==> config.mk <==
export PLATFORM = sky130hd
export DESIGN_NAME = scsc_parser
export DESIGN_NICKNAME = d
export VERILOG_FILES = /design/src/rtl/core/scsc_pkg.sv /design/src/rtl/core/scsc_parser.sv
export SDC_FILE = /design/constraint.sdc
export NUM_CORES = 1
export LEC_CHECK = 0
export BUFFER_PORTS_ARGS = -buffer_cell sky130_fd_sc_hd__buf_2
export CORE_MARGIN = 2
export CORE_UTILIZATION = 55
export DETAILED_ROUTE_END_ITERATION = 6
export MAX_ROUTING_LAYER = met4
export PLACE_DENSITY = 0.76
export SYNTH_ARGS = -nofsm -noshare
export SYNTH_HDL_FRONTEND = slang
export SYNTH_SLANG_ARGS = --single-unit
==> constraint.sdc <==
create_clock -name clk_i -period 8.61 [get_ports clk_i]
set_input_delay 1.2915 -clock clk_i [delete_from_list [all_inputs] [get_ports clk_i]]
set_output_delay 1.2915 -clock clk_i [all_outputs]
set_load 0.01 [all_outputs]
==> src/rtl/core/scsc_pkg.sv <==
// ----------------------------------------------------------------------------
// scsc_pkg: shared types and constants of the sprite command stream checker
// Holds the status and warning codes, the parse phases, the opcode range
// bounds and the structs that pass between the pipeline stages.
// ----------------------------------------------------------------------------
package scsc_pkg;

  // Number of bv entries that an index may address.
  localparam int BV_SIZE = 8;

  // Opcode range bounds.
  localparam logic [7:0] OP_END       = 8'h00;
  localparam logic [7:0] OP_LEN1      = 8'h20;
  localparam logic [7:0] OP_LEN2      = 8'h40;
  localparam logic [7:0] OP_LEN3      = 8'h60;
  localparam logic [7:0] OP_LEN4      = 8'h80;
  localparam logic [7:0] OP_EXPLICIT  = 8'hA0;
  localparam logic [7:0] OP_BAD       = 8'hD0;
  localparam logic [7:0] OP_BYTE_LAST = 8'h26;
  localparam logic [7:0] OP_WORD_LAST = 8'h42;
  localparam logic [7:0] OP_BV        = 8'h43;

  // Field codes.
  localparam logic [3:0] FIELD_WORD_BASE = 4'd7;
  localparam logic [3:0] FIELD_BV        = 4'd10;
  localparam int         NUM_FLAGS       = 10;

  typedef enum logic [2:0] {
    ST_BUSY     = 3'd0,
    ST_OK       = 3'd1,
    ST_NOLEN    = 3'd2,
    ST_BADOP    = 3'd3,
    ST_OVERRUN  = 3'd4,
    ST_DUP      = 3'd5,
    ST_IGNORED  = 3'd6
  } status_e;

  typedef enum logic [1:0] {
    WARN_NONE    = 2'd0,
    WARN_BV_OOR  = 2'd1,
    WARN_UNKNOWN = 2'd2
  } warning_e;

  typedef enum logic [1:0] {
    PH_OPCODE  = 2'd0,
    PH_LENGTH  = 2'd1,
    PH_PAYLOAD = 2'd2
  } phase_e;

  // One input word as held in the input register.
  typedef struct packed {
    logic [7:0] data_byte;
    logic       is_last;
  } item_t;

  // One result word.
  typedef struct packed {
    status_e     status;
    warning_e    warning;
    logic        field_valid;
    logic [3:0]  field_code;
    logic [15:0] field_value;
    logic [7:0]  bv_index;
  } result_t;

  // Outcome of decoding one completed command.
  typedef struct packed {
    logic        dup;
    logic        set_flag;
    warning_e    warning;
    logic        field_valid;
    logic [3:0]  field_code;
    logic [15:0] field_value;
    logic [7:0]  bv_index;
  } dispatch_t;

endpackage

==> src/rtl/core/scsc_parser.sv <==
// ----------------------------------------------------------------------------
// scsc_parser: command parser
// Holds the parse state and decodes one word per cycle, when fire_i is high.
// ----------------------------------------------------------------------------
module scsc_parser import scsc_pkg::*; (
  input  logic    clk_i,
  input  logic    rst_ni,
  input  logic    fire_i,
  input  item_t   item_i,
  output result_t res_o
);

  phase_e                 phase_q, phase_d;
  logic [7:0]             op_q, op_d;
  logic [7:0]             rem_q, rem_d;
  logic [15:0]            pft_q, pft_d;
  logic [1:0]             cnt_q, cnt_d;
  logic [NUM_FLAGS-1:0]   flags_q, flags_d;
  logic                   closed_q, closed_d;

  logic [7:0]  b;
  logic        last;
  logic [7:0]  dsp_op;
  logic [15:0] dsp_pft;
  logic [15:0] pft_upd;
  logic [7:0]  rem_upd;
  dispatch_t   dsp;
  result_t     res;

  assign b    = item_i.data_byte;
  assign last = item_i.is_last;

  // Payload bytes gathered so far, with the current byte merged in.
  always_comb begin
    pft_upd = pft_q;
    if (cnt_q == 2'd0) begin
      pft_upd = pft_q | {b, 8'h00};
    end else if (cnt_q == 2'd1) begin
      pft_upd = pft_q | {8'h00, b};
    end
  end

  assign rem_upd = rem_q - 8'd1;
  assign dsp_op  = (phase_q == PH_LENGTH || phase_q == PH_PAYLOAD) ? op_q : b;
  assign dsp_pft = (phase_q == PH_PAYLOAD) ? pft_upd : 16'h0000;

  // Decode of a completed command.
  always_comb begin
    dsp = '0;
    dsp.warning = WARN_NONE;
    if (dsp_op >= OP_LEN1 && dsp_op <= OP_BYTE_LAST) begin
      dsp.field_code  = {1'b0, dsp_op[2:0]};
      dsp.field_value = {8'h00, dsp_pft[15:8]};
    end else if (dsp_op >= OP_LEN2 && dsp_op <= OP_WORD_LAST) begin
      dsp.field_code  = FIELD_WORD_BASE + {2'b00, dsp_op[1:0]};
      dsp.field_value = dsp_pft;
    end else if (dsp_op == OP_BV) begin
      if ({1'b0, dsp_pft[15:8]} >= 9'(BV_SIZE)) begin
        dsp.warning = WARN_BV_OOR;
      end else begin
        dsp.field_valid = 1'b1;
        dsp.field_code  = FIELD_BV;
        dsp.field_value = {8'h00, dsp_pft[7:0]};
        dsp.bv_index    = dsp_pft[15:8];
      end
    end else begin
      dsp.warning = WARN_UNKNOWN;
    end
    if ((dsp_op >= OP_LEN1 && dsp_op <= OP_BYTE_LAST) ||
        (dsp_op >= OP_LEN2 && dsp_op <= OP_WORD_LAST)) begin
      if (flags_q[dsp.field_code]) begin
        dsp.dup         = 1'b1;
        dsp.field_code  = 4'd0;
        dsp.field_value = 16'h0000;
      end else begin
        dsp.field_valid = 1'b1;
        dsp.set_flag    = (dsp.field_value != 16'h0000);
      end
    end
  end

  // One parse step.
  always_comb begin
    logic       do_begin;
    logic       do_dispatch;
    logic [7:0] len;
    do_begin    = 1'b0;
    do_dispatch = 1'b0;
    len         = 8'd0;
    phase_d     = phase_q;
    op_d        = op_q;
    rem_d       = rem_q;
    pft_d       = pft_q;
    cnt_d       = cnt_q;
    flags_d     = flags_q;
    closed_d    = closed_q;
    res         = '0;
    res.status  = ST_BUSY;
    res.warning = WARN_NONE;

    if (closed_q) begin
      res.status = ST_IGNORED;
    end else begin
      case (phase_q)
        PH_LENGTH: begin
          do_begin = 1'b1;
          len      = b;
        end
        PH_PAYLOAD: begin
          pft_d = pft_upd;
          if (cnt_q != 2'd2) begin
            cnt_d = cnt_q + 2'd1;
          end
          rem_d = rem_upd;
          if (rem_upd == 8'd0) begin
            do_dispatch = 1'b1;
          end else if (last) begin
            res.status = ST_OVERRUN;
          end
        end
        default: begin
          op_d = b;
          if (b == OP_END) begin
            closed_d   = 1'b1;
            res.status = ST_OK;
          end else if (b < OP_EXPLICIT) begin
            do_begin = 1'b1;
            len      = {5'b00000, b[7:5]};
          end else if (b < OP_BAD) begin
            if (last) begin
              res.status = ST_NOLEN;
            end else begin
              phase_d = PH_LENGTH;
            end
          end else begin
            closed_d   = 1'b1;
            res.status = ST_BADOP;
          end
        end
      endcase

      if (do_begin) begin
        pft_d = 16'h0000;
        cnt_d = 2'd0;
        if (len == 8'd0) begin
          do_dispatch = 1'b1;
        end else if (last) begin
          res.status = ST_OVERRUN;
        end else begin
          phase_d = PH_PAYLOAD;
          rem_d   = len;
        end
      end

      if (do_dispatch) begin
        if (dsp.dup) begin
          closed_d   = 1'b1;
          res.status = ST_DUP;
        end else begin
          phase_d         = PH_OPCODE;
          res.status      = last ? ST_OK : ST_BUSY;
          res.warning     = dsp.warning;
          res.field_valid = dsp.field_valid;
          res.field_code  = dsp.field_code;
          res.field_value = dsp.field_value;
          res.bv_index    = dsp.bv_index;
          if (dsp.set_flag) begin
            flags_d = flags_q | (NUM_FLAGS'(1) << dsp.field_code);
          end
        end
      end
    end

    // The last word of a resource returns everything to reset.
    if (last) begin
      phase_d  = PH_OPCODE;
      op_d     = 8'h00;
      rem_d    = 8'h00;
      pft_d    = 16'h0000;
      cnt_d    = 2'd0;
      flags_d  = '0;
      closed_d = 1'b0;
    end
  end

  always_ff @(posedge clk_i or negedge rst_ni) begin
    if (!rst_ni) begin
      phase_q  <= PH_OPCODE;
      op_q     <= 8'h00;
      rem_q    <= 8'h00;
      pft_q    <= 16'h0000;
      cnt_q    <= 2'd0;
      flags_q  <= '0;
      closed_q <= 1'b0;
    end else if (fire_i) begin
      phase_q  <= phase_d;
      op_q     <= op_d;
      rem_q    <= rem_d;
      pft_q    <= pft_d;
      cnt_q    <= cnt_d;
      flags_q  <= flags_d;
      closed_q <= closed_d;
    end
  end

  assign res_o = res;

`ifndef SYNTHESIS
  a_last_resets: assert property (@(posedge clk_i) disable iff (!rst_ni)
    fire_i && last |=> phase_q == PH_OPCODE && flags_q == '0 && !closed_q)
    else $error("parse state not cleared after the last word");

  a_field_no_warn: assert property (@(posedge clk_i) disable iff (!rst_ni)
    fire_i && res.field_valid |-> res.warning == WARN_NONE)
    else $error("field write and warning in the same result");

  a_ignored_quiet: assert property (@(posedge clk_i) disable iff (!rst_ni)
    fire_i && closed_q |-> res.status == ST_IGNORED && !res.field_valid &&
    res.warning == WARN_NONE)
    else $error("closed stream produced an event");

  // A duplicate at the end of a payload closes the stream with the phase
  // left as it was, so the count only matters while the stream is open.
  a_payload_rem: assert property (@(posedge clk_i) disable iff (!rst_ni)
    phase_q == PH_PAYLOAD && !closed_q |-> rem_q != 8'd0)
    else $error("payload phase with no bytes remaining");
`endif

endmodule

# Yosys cells after proc, flatten, opt, wreduce, memory -nomap -nowiden
# Cells that the tools add are included.
# op_classes
n_reduce_logical	19
muxes	91
bitwise	3
order_cmp	8
shifts	1
add_sub_neg	3
n_eq_ne	8
# op_table
op	count
$mux 16	7
$mux 8	12
$mux 31	2
$mux 20	3
$mux 29	2
$mux 10	5
$mux 3	14
$mux 2	18
$mux 34	1
$logic_not 8->1	3
$mux 1	22
$mux 21	1
$lt 8x8->1 const B	2
$or 16x16->16	1
$or 16x8->16	1
$pmux 8 s2	1
$reduce_bool 16->1	1
$or 10x10->10	1
$shl 1x4->10 const A	1
$eq 8x7->1 const B	1
$ge 8x4->1 const B	1
$ge 8x6->1 const B	1
$ge 8x7->1 const B	1
$le 8x6->1 const B	1
other kinds (22)	30
# totals
reg_bits	47
output_inout_bits	34
input_bits	12

# Logic depth before layout (Yosys ltp)
# depth
word_depth	20
mapped_depth	15
ltp_nobuf	12

# Worst setup path before layout
# No wires, ideal clock.
# synth_timing
kind	in2out
start	in item_i[4] (netlist name)
end	out res_o[31] (netlist name)
cell_stages	10
path_slack_ns	3.661
arrival_time_ns	3.657
t_required_ns	7.318
cell_sequence	buf_6 nand2b_4 or4_4 a21o_1 a21bo_1 a211oi_2 nor3_4 a221oi_2 nor2_1 a221oi_2
# synth_rtl
element	line_no	rtl
start: declaration	scsc_parser.sv:9	input item_t item_i,
end: declaration	scsc_parser.sv:10	output result_t res_o

==> impl_results.md <==
- Status: finished clean
- Reg2reg path depth: 12
- Max-cap violations: 0
- Placed Area: around 3800 µm²
- Asr flop ratio synth: between 90% and 100%
- Tmin final: 5.857 ns
- Hold_sp: pft_q[15]
- Critical path peak fanout: 26
- Setup CP Type: reg -> out
- DRC viols: 0
- Core Rows: 29
- Total gr overflow: 0
- Root Driver: clkbuf_8
- Number of buffers created by CTS: 5
- Share of the synthesized area in the top cell type: 32.08%
- Final ANT Viol Nets: 0
- Worst path arrival time: approximately 4.6 ns
- Yosys top cell by area: dfrtp_1
- Worst Clk Skew: 0.004944 ns
- Largest delay share family, worst path: compound AO/OA/AOI/OAI gates
- Max-slew headroom: just under 30%
- Layout Cell Area excl Fill: 3857 µm²
- Clock Path Buffers: 2
- Clock sink total: 47
- Crit-path slowest cell: ha_1
- Worst-Skew Late Latency: between 0.3 and 0.4 ns
- GRT met2 Usage: 40.41%
- R2R Path Start: phase_q[0]
- CP Buf/Inv Count: 3
- Top cells by count, synth: nor2_1, dfrtp_1, nand2_1, a21oi_1
- Starting Density: a little under three fifths
- Tot GR Track Use: about 27%
- Post-detail-place hpwl: approximately 6800 µm
- Area delta synth->final: 5.222%
- I/O pin count: 46
- Initial antenna violation count: 0
- Slowest cell delay on critical path: ~0.85 ns
- Sequential fraction of the synthesis area: 32.08%
- Layout cell share with drive strength beyond 1: ~17%
- Setup_tns: 0 ns
- Top-count cell post-synth: nor2_1
- Power Total: between 0.6 and 0.7 mW
- Reg2reg end: flags_q[2]
- Layout Utilization: between 60% and 70%
- Setup crit end kind: output port
- Yosys reg bits: between 40 and 50
- Routed WL per cell: 17.72 µm
- Tightest Hold Check Type: reg -> reg
- Top_reg_cell synth: dfrtp_1
- Final worst-path cycle share: 68.03%
- GPL Wtd Cong: a little under 1
- R2r setup slk: between 4 and 5 ns
- First-pass GRT wire length: between 15000 and 20000 µm
- Vias: about 3300
- Busiest layer in global routing: met2
- Iteration-0 DRC Markers: between 300 and 400
- Grt met1 use: between 30 and 40%
- Critical path cell sequence: inv_1 -> ha_1 -> mux2i_1 -> inv_1 -> ha_1 -> a21boi_4 -> nand2_2 -> o211ai_1 -> o221a_4 -> a221oi_2 -> nand2b_1 -> nor2_1 -> buf_2
- Post-synth EDFFs: 0
- Leak: around 1.7 nW
- Number of port buffers: 40
- Synth area leaders: dfrtp_1, nor2_1, a21oi_1, nand2_1, ha_1
- Met3 Use GR: between 3 and 4%
- Die ar.: ~7300 µm²
- Cts hold-fix bufs: 0
- Cell Pwr Density: ~170 nW/µm²
- Worst-margin pin slew: 1.058 ns
- Ys Warns: 0
- Slew Viols, Final: 0
- Hold Vio Cnt, Final: 0
- RSZ-0062 raised after global routing: false
- Crit start category: flip-flop
- Post-layout net count: ~470
- Hold depth: 2
- Setup violators final: 0
- FMAX: 0.1707 GHz
- Vias/cell: between 6 and 7
- Detailed-router iteration count before antenna repair: 5
- Clk slew on worst S/H paths: about 0.09 ns
- Peak VDD IR: around 0.091 mV
- H-Tree Depth: 2
- Pin count of the biggest net entering global routing: 48
- Synth cell types: between 70 and 80
- WL final: 9286 µm
- Post-CTS Resized: 0
- Die X: ~86 µm
- Postcts setup bufs: 0
- Number of global-route vias before repair: about 3100
- Die height: around 86 µm
- Post-Syn Instances: roughly 430
- Area of the core: between 6000 and 7000 µm²
- WP data required: 7.32 ns
- CTS tree: yes
- Hold endpoint: pft_q[15]
- Mapped Area: between 3000 and 4000 µm²
- N_diodes: 0
- Syn avg cell area: approximately 8.5 µm²
==> cells in the final DEF, fill, tap and decap left out, types with 8 or more instances in the layout <==
master / instances
dfrtp_1: 47
a21o_1: 12
buf_2: 40
nor2_1: 52
o31ai_1: 9
nor3_1: 12
ha_1: 10
o21ai_0: 16
nand3_1: 13
a21oi_1: 35
a22o_1: 9
nand2_1: 38
o22a_1: 8
inv_1: 16
==> worst register-to-register path: stages (launching register included) <==
cell	delay (ns)
dfrtp_1	0.40
inv_1	0.07
ha_1	0.85
mux2i_1	0.52
inv_1	0.21
ha_1	0.27
a21boi_4	0.18
a31oi_4	0.35
a2bb2oi_1	0.29
nand4_2	0.19
o2111ai_4	0.38
o21ai_1	0.11
a32o_1	0.27
==> power breakdown <==
group	switching, mW	total [mW]	leakage [nW]	internal [mW]
combinational	0.151	0.235	1.04	0.0836
clock	0.0794	0.153	0.0505	0.0732
sequential	0.0196	0.263	0.639	0.244
==> layout make-up <==
cell class	instances	area, µm²
repair buffers	41	207.7
fillers	591	2529
multi-input cells	335	2213
well taps	77	96.34
inverters	16	60.06
clock buffers	7	96.34
clock inverters	1	7.507
flip-flops and latches	47	1176
==> layer usage <==
layer / vias up / share of wire (%)
met5: - / 0
met3: 16 / 6.6
li1: 1578 / -
met2: 127 / 46
met4: 0 / 1.8
met1: 1619 / 45
==> logic make-up after synthesis <==
group | share of synthesized area [%]
AOI/OAI and AO/OA | 30.31
buffers and inverters | 7.953
DFF | 32.08
muxes | 1.672
other | 0.1023
xor gates and xnor gates | 1.434
and+or+nand+nor | 23.04
adders and majority gates | 3.413
==> sequential cells by signal (all words and copies together), names as in the netlist <==
name and count:
pft_q 16, flags_q 10, op_q 8, rem_q 8, cnt_q 2, phase_q 2, closed_q 1
==> worst max path at each step <==
stage | from | to | slack, ns | depth (start not counted)
finish | phase_q[0] | res_o[10] | 2.75 | 13
global route | phase_q[0] | res_o[13] | 2.42 | 11
CTS | phase_q[0] | res_o[10] | 2.79 | 12
detailed placement | item_i[6] | res_o[10] | 2.84 | 11
global placement | item_i[6] | res_o[15] | 3.01 | 11
floorplan | item_i[4] | res_o[31] | 3.66 | 10
==> through the flow <==
stage               setup WS, ns  std cells  hold slack (ns)
finish                     2.753        524           0.4924
global route               2.416        524           0.5140
CTS                        2.794        524           0.4956
detailed placement         2.840        516           0.4752
global placement           3.013        516           0.4624
floorplan                  3.661        433           0.4493
No activity file was read; power rests on OpenSTA's default activity.
